$ cat src/rtl/sme_pkg.sv
// ----------------------------------------------------------------------------
// sme_pkg
// Shared types, sizes and codes for the stack machine executor.
// ----------------------------------------------------------------------------
package sme_pkg;

    // Storage sizes
    localparam int DSTACK_DEPTH = 256;
    localparam int RSTACK_DEPTH = 64;
    localparam int MEM_WORDS    = 256;

    localparam int DS_IDX_W  = (DSTACK_DEPTH > 1) ? $clog2(DSTACK_DEPTH) : 1;
    localparam int DS_CNT_W  = $clog2(DSTACK_DEPTH + 1);
    localparam int RS_IDX_W  = (RSTACK_DEPTH > 1) ? $clog2(RSTACK_DEPTH) : 1;
    localparam int RS_CNT_W  = $clog2(RSTACK_DEPTH + 1);
    localparam int MEM_IDX_W = (MEM_WORDS > 1) ? $clog2(MEM_WORDS) : 1;

    // Opcodes
    localparam logic [7:0] OP_HALT  = 8'd0;
    localparam logic [7:0] OP_PUSH  = 8'd1;
    localparam logic [7:0] OP_POP   = 8'd2;
    localparam logic [7:0] OP_DUP   = 8'd3;
    localparam logic [7:0] OP_ADD   = 8'd4;
    localparam logic [7:0] OP_SUB   = 8'd5;
    localparam logic [7:0] OP_MUL   = 8'd6;
    localparam logic [7:0] OP_DIV   = 8'd7;
    localparam logic [7:0] OP_CMP   = 8'd8;
    localparam logic [7:0] OP_JMP   = 8'd9;
    localparam logic [7:0] OP_JZ    = 8'd10;
    localparam logic [7:0] OP_JNZ   = 8'd11;
    localparam logic [7:0] OP_STW   = 8'd12;
    localparam logic [7:0] OP_LOAD  = 8'd13;
    localparam logic [7:0] OP_CALL  = 8'd14;
    localparam logic [7:0] OP_RET   = 8'd15;
    localparam logic [7:0] OP_SWAP  = 8'd16;

    // Status codes
    typedef enum logic [3:0] {
        ST_OK         = 4'd0,
        ST_HALTED     = 4'd1,
        ST_DS_OVER    = 4'd2,
        ST_DS_UNDER   = 4'd3,
        ST_RS_OVER    = 4'd4,
        ST_RS_UNDER   = 4'd5,
        ST_OPD_END    = 4'd6,
        ST_BAD_TARGET = 4'd7,
        ST_DIV_ZERO   = 4'd8,
        ST_BAD_INDEX  = 4'd9,
        ST_BAD_OPCODE = 4'd10,
        ST_PC_RANGE   = 4'd11,
        ST_STOPPED    = 4'd12
    } status_t;

    // Sequencer states
    typedef enum logic [1:0] {
        FSM_IDLE,
        FSM_EXEC,
        FSM_DIV
    } fsm_t;

    // Divider request and response
    typedef struct packed {
        logic        start;
        logic [31:0] dividend;
        logic [31:0] divisor;
    } div_req_t;

    typedef struct packed {
        logic        busy;
        logic        done;
        logic [31:0] quotient;
    } div_rsp_t;

endpackage

$ cat src/rtl/sme_divider.sv
// ----------------------------------------------------------------------------
// sme_divider
// Signed 32-bit divider, truncating toward zero, one quotient bit a cycle.
// ----------------------------------------------------------------------------
module sme_divider (
    input  logic              clk,
    input  logic              rst_n,
    input  sme_pkg::div_req_t req,
    output sme_pkg::div_rsp_t rsp
);
    import sme_pkg::*;

    logic        busy_reg, busy_next;
    logic        done_reg, done_next;
    logic [4:0]  cnt_reg, cnt_next;
    logic [31:0] quo_reg, quo_next;
    logic [31:0] rem_reg, rem_next;
    logic [31:0] den_reg, den_next;
    logic        neg_reg, neg_next;
    logic [32:0] trial;
    logic [32:0] diff;

    // One restoring step
    always_comb
    begin
        trial = {rem_reg, quo_reg[31]};
        diff  = trial - {1'b0, den_reg};
    end

    always_comb
    begin
        busy_next = busy_reg;
        done_next = 1'b0;
        cnt_next  = cnt_reg;
        quo_next  = quo_reg;
        rem_next  = rem_reg;
        den_next  = den_reg;
        neg_next  = neg_reg;
        if (req.start)
        begin
            busy_next = 1'b1;
            cnt_next  = '0;
            rem_next  = '0;
            quo_next  = req.dividend[31] ? (32'd0 - req.dividend) : req.dividend;
            den_next  = req.divisor[31] ? (32'd0 - req.divisor) : req.divisor;
            neg_next  = req.dividend[31] ^ req.divisor[31];
        end
        else if (busy_reg)
        begin
            if (!diff[32])
            begin
                rem_next = diff[31:0];
                quo_next = {quo_reg[30:0], 1'b1};
            end
            else
            begin
                rem_next = trial[31:0];
                quo_next = {quo_reg[30:0], 1'b0};
            end
            cnt_next = cnt_reg + 5'd1;
            if (cnt_reg == 5'd31)
            begin
                busy_next = 1'b0;
                done_next = 1'b1;
            end
        end
    end

    // Control registers
    always_ff @(posedge clk or negedge rst_n)
    begin
        if (!rst_n)
        begin
            busy_reg <= 1'b0;
            done_reg <= 1'b0;
            cnt_reg  <= '0;
        end
        else
        begin
            busy_reg <= busy_next;
            done_reg <= done_next;
            cnt_reg  <= cnt_next;
        end
    end

    // Datapath registers
    always_ff @(posedge clk)
    begin
        quo_reg <= quo_next;
        rem_reg <= rem_next;
        den_reg <= den_next;
        neg_reg <= neg_next;
    end

    assign rsp.busy     = busy_reg;
    assign rsp.done     = done_reg;
    assign rsp.quotient = neg_reg ? (32'd0 - quo_reg) : quo_reg;

endmodule

$ cat config.mk
export PLATFORM = sky130hd
export DESIGN_NAME = sme_divider
export DESIGN_NICKNAME = d
export VERILOG_FILES = /design/src/rtl/sme_pkg.sv /design/src/rtl/sme_divider.sv
export SDC_FILE = /design/constraint.sdc
export NUM_CORES = 1
export LEC_CHECK = 0
export ABC_AREA = 1
export BUFFER_PORTS_ARGS = -buffer_cell sky130_fd_sc_hd__buf_2
export CAP_MARGIN = 20
export CELL_PAD_IN_SITES_DETAIL_PLACEMENT = 1
export CELL_PAD_IN_SITES_GLOBAL_PLACEMENT = 1
export CORE_MARGIN = 4
export CORE_UTILIZATION = 46
export CTS_CLUSTER_DIAMETER = 30
export CTS_CLUSTER_SIZE = 40
export DETAILED_ROUTE_END_ITERATION = 8
export GPL_ROUTABILITY_DRIVEN = 0
export PLACE_DENSITY_LB_ADDON = 0.1
export SKIP_CTS_REPAIR_TIMING = 1
export SLEW_MARGIN = 25
export SYNTH_ARGS = -nofsm -noshare
export SYNTH_HDL_FRONTEND = slang
export SYNTH_SLANG_ARGS = --single-unit
$ cat constraint.sdc
create_clock -name clk -period 5.4 [get_ports clk]
set_clock_uncertainty 0.2 [all_clocks]
set_input_delay 0.27 -clock clk [delete_from_list [all_inputs] [get_ports clk]]
set_output_delay 0.27 -clock clk [all_outputs]
set_load 0.01 [all_outputs]
==> results of run 1 <==
[worst max-delay path by stage]
| stage | startpoint | end | slack (ps) | cells after the start |
|---|---|---|---|---|
| 2_1_floorplan | quo_reg[31] | quo_reg[0] | 2930 | 16 |
| 3_3_place_gp | quo_reg[0] | rsp[28] | 2540 | 13 |
| 3_5_place_dp | quo_reg[31] | rem_reg[24] | 2450 | 17 |
| 4_1_cts | quo_reg[0] | rsp[28] | 2080 | 13 |
| 5_1_grt | quo_reg[0] | rsp[28] | 1760 | 13 |
| 6_report | quo_reg[0] | rsp[28] | 2100 | 13 |
[cells in the mapped netlist (3+ instances only)]
master | n | area share
a31oi_1 | 6 | 0.0041
buf_4 | 5 | 0.0041
inv_2 | 4 | 0.0016
dfxtp_1 | 32 | 0.070
nand2_4 | 5 | 0.0061
nand3_1 | 95 | 0.052
dfrtp_1 | 7 | 0.019
nor3_1 | 26 | 0.014
or2_2 | 7 | 0.0048
inv_1 | 279 | 0.11
xnor2_1 | 25 | 0.024
nor2_2 | 3 | 0.0021
nand3b_1 | 4 | 0.0033
edfxtp_1 | 65 | 0.21
a21o_1 | 3 | 0.0025
and2_1 | 5 | 0.0034
clkbuf_1 | 20 | 0.0082
a21oi_1 | 29 | 0.016
nand2_1 | 481 | 0.20
nor4_1 | 5 | 0.0034
xor2_1 | 66 | 0.063
nand4_1 | 15 | 0.010
o21ai_0 | 72 | 0.039
nor2_1 | 120 | 0.049
ha_1 | 37 | 0.051
[stage by stage]
| step | area, um^2 | instances | power (mW) | utilization | setup slack [ps] |
|---|---|---|---|---|---|
| 2_1_floorplan | 9160 | 1441 | 1.33 | - | 2930 |
| 3_3_place_gp | 9860 | 1779 | 1.53 | 0.505 | 2540 |
| 3_5_place_dp | 9860 | 1779 | 1.55 | 0.505 | 2450 |
| 4_1_cts | 10100 | 1795 | 2.21 | 0.520 | 2080 |
| 5_1_grt | 10200 | 1797 | 2.32 | 0.521 | 1760 |
| 6_report | 10200 | 1797 | 2.20 | 0.521 | 2100 |
[cell usage in the layout (no fill, tap or decap), drive strengths merged, types with 3 or more instances in the layout]
cell type	instances
nor2	123
o21ai	74
inv	283
nand4	15
nor4	5
ha	37
a21oi	30
dfxtp	32
a21o	3
a31oi	6
buf	103
nand3b	4
nand2	488
xnor2	25
edfxtp	65
xor2	66
dfrtp	7
nand3	96
and2	6
or2	8
clkbuf	13
nor3	27
[final cells by class]
| type | instances | area, um^2 | share of cell area |
|---|---|---|---|
| Clock buffer | 13 | 240 | 0.0236 |
| Multi-Input combinational cell | 1024 | 5180 | 0.509 |
| Sequential cell | 104 | 2770 | 0.272 |
| Inverter | 283 | 1060 | 0.105 |
| Tap cell | 265 | 332 | 0.0326 |
| Clock inverter | 3 | 42.5 | 0.00419 |
| Timing Repair Buffer | 105 | 543 | 0.0534 |
[cells by family after synthesis]
kind of cell             after synthesis  synth area share
flip-flops                           104             0.302
buffers and inverters                313             0.133
adder cells (fa/ha/maj)               38            0.0528
XOR/XNOR                              91            0.0871
AO/OA/AOI/OAI                        120            0.0698
AND/OR/NAND/NOR                      775             0.355
[per-layer routing]
layer | wire length [um] | up-vias
met5 | 63 | -
met2 | 14300 | 145
met3 | 1070 | 48
met4 | 557 | 12
li1 | - | 4621
met1 | 12400 | 4337
[power by group through the flow]
stage,clock (mW),combinational [mW],sequential (mW)
after floorplan,0,0.369,0.958
after global placement,0,0.558,0.972
after detailed placement,0,0.574,0.977
after CTS,0.670,0.580,0.960
after global routing,0.704,0.652,0.968
final,0.660,0.580,0.960
==> metrics.yaml, run 1 <==
pin_count: 101
reg2reg_slack_ps: 2370
syn-mean-instance-area_um2: 6.35
synth_fp_nets: 1546
grt_max_degree: 42
arrival_ps: 2830
power.share.switching: 0.328
yosysSeqAreaShare: 0.302
area_delta_synth_final_pct: 11.0
cts_buffer_depth: 2
slowest_stage: "edfxtp_1"
p_int_mw: 1.48
fin_tns_setup_ps: 0
hold_depth: 2
grtUsageMet3: 0.0450
antennaDiodeCount: 0
p_sw_mw: 0.721
start_util: 0.469
syn-cell-area_mm2: 0.00916
fin_hold_ws_ps: 48.2
drc: 0
first_pass_iters: 4
tightest_slew_ps: 951
yosysWarnings: 0
clk_pin_slew_ps: 70
final_nets: 1632
finalCritPeriodShare: 0.611
clk_latency_ps: 350
status: "finished, final reports clean"
path_max_fanout: 3
drtIter0Drc: 411
clock.fmax_ghz: 0.303
grtUsageMet1: 0.315
crit_required_ps: 4930
io_buffer_count: 100
grt_overflow: 0
rsz0062_at_grt: "false"
die-area_mm2: 0.0222
clock_power_share: 0.300
routed_wl_um: 28400
worstReg2RegStart: "quo_reg[31]"
use_met2: 0.480
power_leakage_nw: 5.42
fin_crit_ps: 3300
pwr-share-comb: 0.264
slowest_delay_ps: 390
cts_buffers: 9
drive_above_1_share: 0.0927
finalHoldViolations: 0
chipWidth_um: 149
grt.busiest_layer: "met2"
slew_violations: 0
nFillCells: 2745
ys_ff_latch: 104
dieHeight_um: 149
placeableCoreArea_mm2: 0.0195
synth_flop_cell: "edfxtp_1"
netlist_instances: 1441
vias_per_cell: 5.10
cts_htree_levels: 3
criticalPathCategory: "flip-flop to output port"
grt_pass1_vias: 9658
start_kind: "flip-flop"
cpLargestDelayFamily: "simple AND/OR/NAND/NOR gates"
grt_pass1_wl_um: 46700
synth_edf_count: 65
fp-row-count: 51
async_reset_ff_frac: 0.0673
cpMostUsedCell: "nand2_1"
hold_start: "req[4]"
rr_endpoint: "quo_reg[0]"
clock_sinks: 104
dpl.hpwl_um: 23100
min_to: "den_reg[4]"
hold_path_class: "primary input to flip-flop"
finalSetupViolations: 0
ir_drop_mv: 0.118
routedWlPerCell_um: 15.8
clock-root-buffer: "clkbuf_16"
crit_buf_inv: 3
via_count: 9163
r2r_cells: 15
ant_nets: 0
crit_chain: "inv_1 > ha_1 > inv_1 > nor3_1 > nand2_1 > nor2_1 > nand2_1 > nor2_1 > nand3_1 > o21ai_0 > nand2_1 > xor2_1 > buf_2"
yosysUniqueCellTypes: 43
cap_violations: 0
tritoncts: "yes"
powerDensity_mw_per_mm2: 216
end_kind: "output port"
grt_antenna_before_repair: 6
relSlewSlack: 0.365
track_usage: 0.261
power_frac_seq: 0.436
(Power assumes the default switching activity.)
==> inputs of run 2 (changes only) <==
--- a/config.mk
+++ b/config.mk
@@ -11,7 +11,7 @@
 export CELL_PAD_IN_SITES_DETAIL_PLACEMENT = 1
 export CELL_PAD_IN_SITES_GLOBAL_PLACEMENT = 1
 export CORE_MARGIN = 4
-export CORE_UTILIZATION = 46
+export CORE_UTILIZATION = 38
 export CTS_CLUSTER_DIAMETER = 30
 export CTS_CLUSTER_SIZE = 40
 export DETAILED_ROUTE_END_ITERATION = 8
==> constraint.sdc (replaced) <==
create_clock -name clk -period 2.8 [get_ports clk]
set_clock_uncertainty 0.2 [all_clocks]
set_input_delay 0.14 -clock clk [delete_from_list [all_inputs] [get_ports clk]]
set_output_delay 0.14 -clock clk [all_outputs]
set_load 0.01 [all_outputs]
==> run 2 against run 1 <==
Flip-flop and latch count is the same. Clock power grew 110%. Clock-buffer cell count shrank 3. Worst hold slack lost 68 ps. Sequential power grew 92%. Sequential share of layout area shrank 2.1 points. The run now ends with negative hold slack, negative setup slack left.
==> metrics.yaml, run 2 (synthesized netlist as in run 1, its figures left out) <==
status: "complete, but fails checks"
failed_checks: "negative hold slack, negative setup slack"
tritoncts: "yes"
clock_sinks: 104  # unchanged
criticalPathCategory: "flip-flop to output port"
crit_buf_inv: 3  # unchanged
start_kind: "flip-flop"
grt_max_degree: 41  # -2.4%
area_delta_synth_final_pct: 20.3
nFillCells: 3224  # +17%
fin_hold_ws_ps: -20.1  # -68.3 ps
dieHeight_um: 163  # +9.5%
finalCritPeriodShare: 1.02
grt_overflow: 0  # unchanged
cpLargestDelayFamily: "simple AND/OR/NAND/NOR gates"
slowest_stage: "edfxtp_1"
placeableCoreArea_mm2: 0.0236  # +21%
mostFrequentLayoutCell: "nand2_1"
routedWlPerCell_um: 15.7  # -0.56%
routed_wl_um: 30000  # +5.8%
cts_buffers: 9  # unchanged
powerDensity_mw_per_mm2: 403  # +86%
rr_endpoint: "rem_reg[24]"
cts_buffer_depth: 2  # unchanged
vias_per_cell: 4.84  # -5.1%
grt_pass1_wl_um: 46800  # +0.18%
grt_pass1_vias: 9189  # -4.9%
total_power_mw: 4.44  # +100%
fp-row-count: 56  # +9.8%
fin_crit_ps: 2840
final_nets: 1691  # +3.6%
ant_nets: 0  # unchanged
clk_pin_slew_ps: 80  # about the same
path_max_fanout: 3  # unchanged
slew_violations: 0  # unchanged
pin_count: 101  # unchanged
fin_cells: 1912  # +6.4%
io_buffer_count: 100  # unchanged
end_kind: "output port"
clk_latency_ps: 360  # about the same
crit_chain: "inv_2 > ha_4 > inv_2 > nor3_4 > nand2_2 > nor2_2 > nand2_1 > nor2_2 > nand3_2 > o21ai_2 > nand2_2 > xor2_2 > buf_2"
arrival_ps: 2500  # -330 ps
first_pass_iters: 5  # +1
hold_path_class: "primary input to flip-flop"
finalHoldViolations: 3  # +3
min_to: "quo_reg[6]"
drive_above_1_share: 0.135  # +0.0424
worstReg2RegStart: "den_reg[16]"
final_area_mm2: 0.0110  # +8.4%
grt_antenna_before_repair: 3  # -3
drtIter0Drc: 422  # +2.7%
crit_required_ps: 2460  # -2470 ps
place_ws_ps: 5.14  # -2440 ps
clock-root-buffer: "clkbuf_16"
r2r_cells: 15  # unchanged
chipWidth_um: 163  # +9.5%
rsz0062_at_grt: "true"
via_count: 9253  # +0.98%
tightest_slew_ps: 697  # -254 ps
die-area_mm2: 0.0266  # +20%
layout_common_cells: "nand2_1, inv_1, nor2_1"
dp.cells: 1854  # +4.2%
hold_start: "req[38]"
cts_htree_levels: 3  # unchanged
cap_violations: 0  # unchanged
drc: 0  # unchanged
placed_cell_area_mm2: 0.0101  # +2.5%
power_leakage_nw: 5.77  # +6.4%
clock.fmax_ghz: 0.352
relSlewSlack: 0.531  # +0.167
dpl.hpwl_um: 23800  # +2.9%
ir_drop_mv: 0.247  # +110%
start_util: 0.388  # -0.0811
finalSetupViolations: 2  # +2
track_usage: 0.219  # -0.0421
fin_ws_ps: -43.3  # -2140 ps
reg2reg_slack_ps: 130  # -2240 ps
slowest_delay_ps: 440  # +50 ps
hold_depth: 3  # +1
startpoint: "quo_reg[1]"
==> run 2: cell count changes in the layout (fill, tap and decap cells not counted), moves of 4 or more <==
cell / previous run / this run
o21ai_2: 0 / 4
buf_4: 3 / 31
nor2_1: 118 / 114
nand2_2: 2 / 8
nor3_1: 26 / 22
o21ai_0: 72 / 66
nand2_1: 481 / 474
dlygate4sd3_1: 2 / 26
nor2_2: 4 / 8
nand3_1: 95 / 91
xor2_1: 66 / 62
xor2_2: 0 / 4
==> run 2: final cells by class <==
class | instances | area, um^2 | share of cell area
repair buffers | 164 | 1130 | 0.103
flip-flops and latches | 104 | 2770 | 0.251
clock buffers | 10 | 229 | 0.0208
multi-input cells | 1024 | 5350 | 0.485
well taps | 319 | 399 | 0.0362
clock inverters | 6 | 75.1 | 0.00681
diodes | 2 | 5.00 | 0.000454
inverters | 283 | 1060 | 0.0964
==> run 2: per-layer routing <==
metal / track usage / up-vias / part of all wire
met3: 0.0320 / 39 / 0.033
met2: 0.373 / 140 / 0.49
met1: 0.293 / 4318 / 0.46
met4: 0.0557 / 6 / 0.018
met5: 0 / - / 0.0014
li1: - / 4750 / -
==> run 2: tightest hold or removal path: stages <==
cell	delay, ps
buf_2	110
xor2_1	60
o21ai_0	120
==> run 2: how the worst max path moves through the flow <==
stage                              to  slack, ps  cells past startpoint
after floorplan            quo_reg[0]        330                     16
after global placement     rem_reg[4]         90                     17
after detailed placement  rem_reg[12]          5                     17
after CTS                     rsp[28]       -330                     13
after global routing          rsp[28]       -140                     13
final                         rsp[28]        -40                     13
==> run 2: stage by stage <==
step | util | TNS, ps | hold WS [ps]
after floorplan | - | 0 | -356
after global placement | 0.428 | 0 | -217
after detailed placement | 0.428 | 0 | -219
after CTS | 0.441 | -869 | -599
after global routing | 0.466 | -577 | 7.20
final | 0.467 | -57.3 | -20.1
==> run 2: report_power, final <==
group | internal [mW] | switching [mW] | total, mW
clock | 0.711 | 0.647 | 1.36
combinational | 0.459 | 0.776 | 1.23
sequential | 1.77 | 0.0783 | 1.84
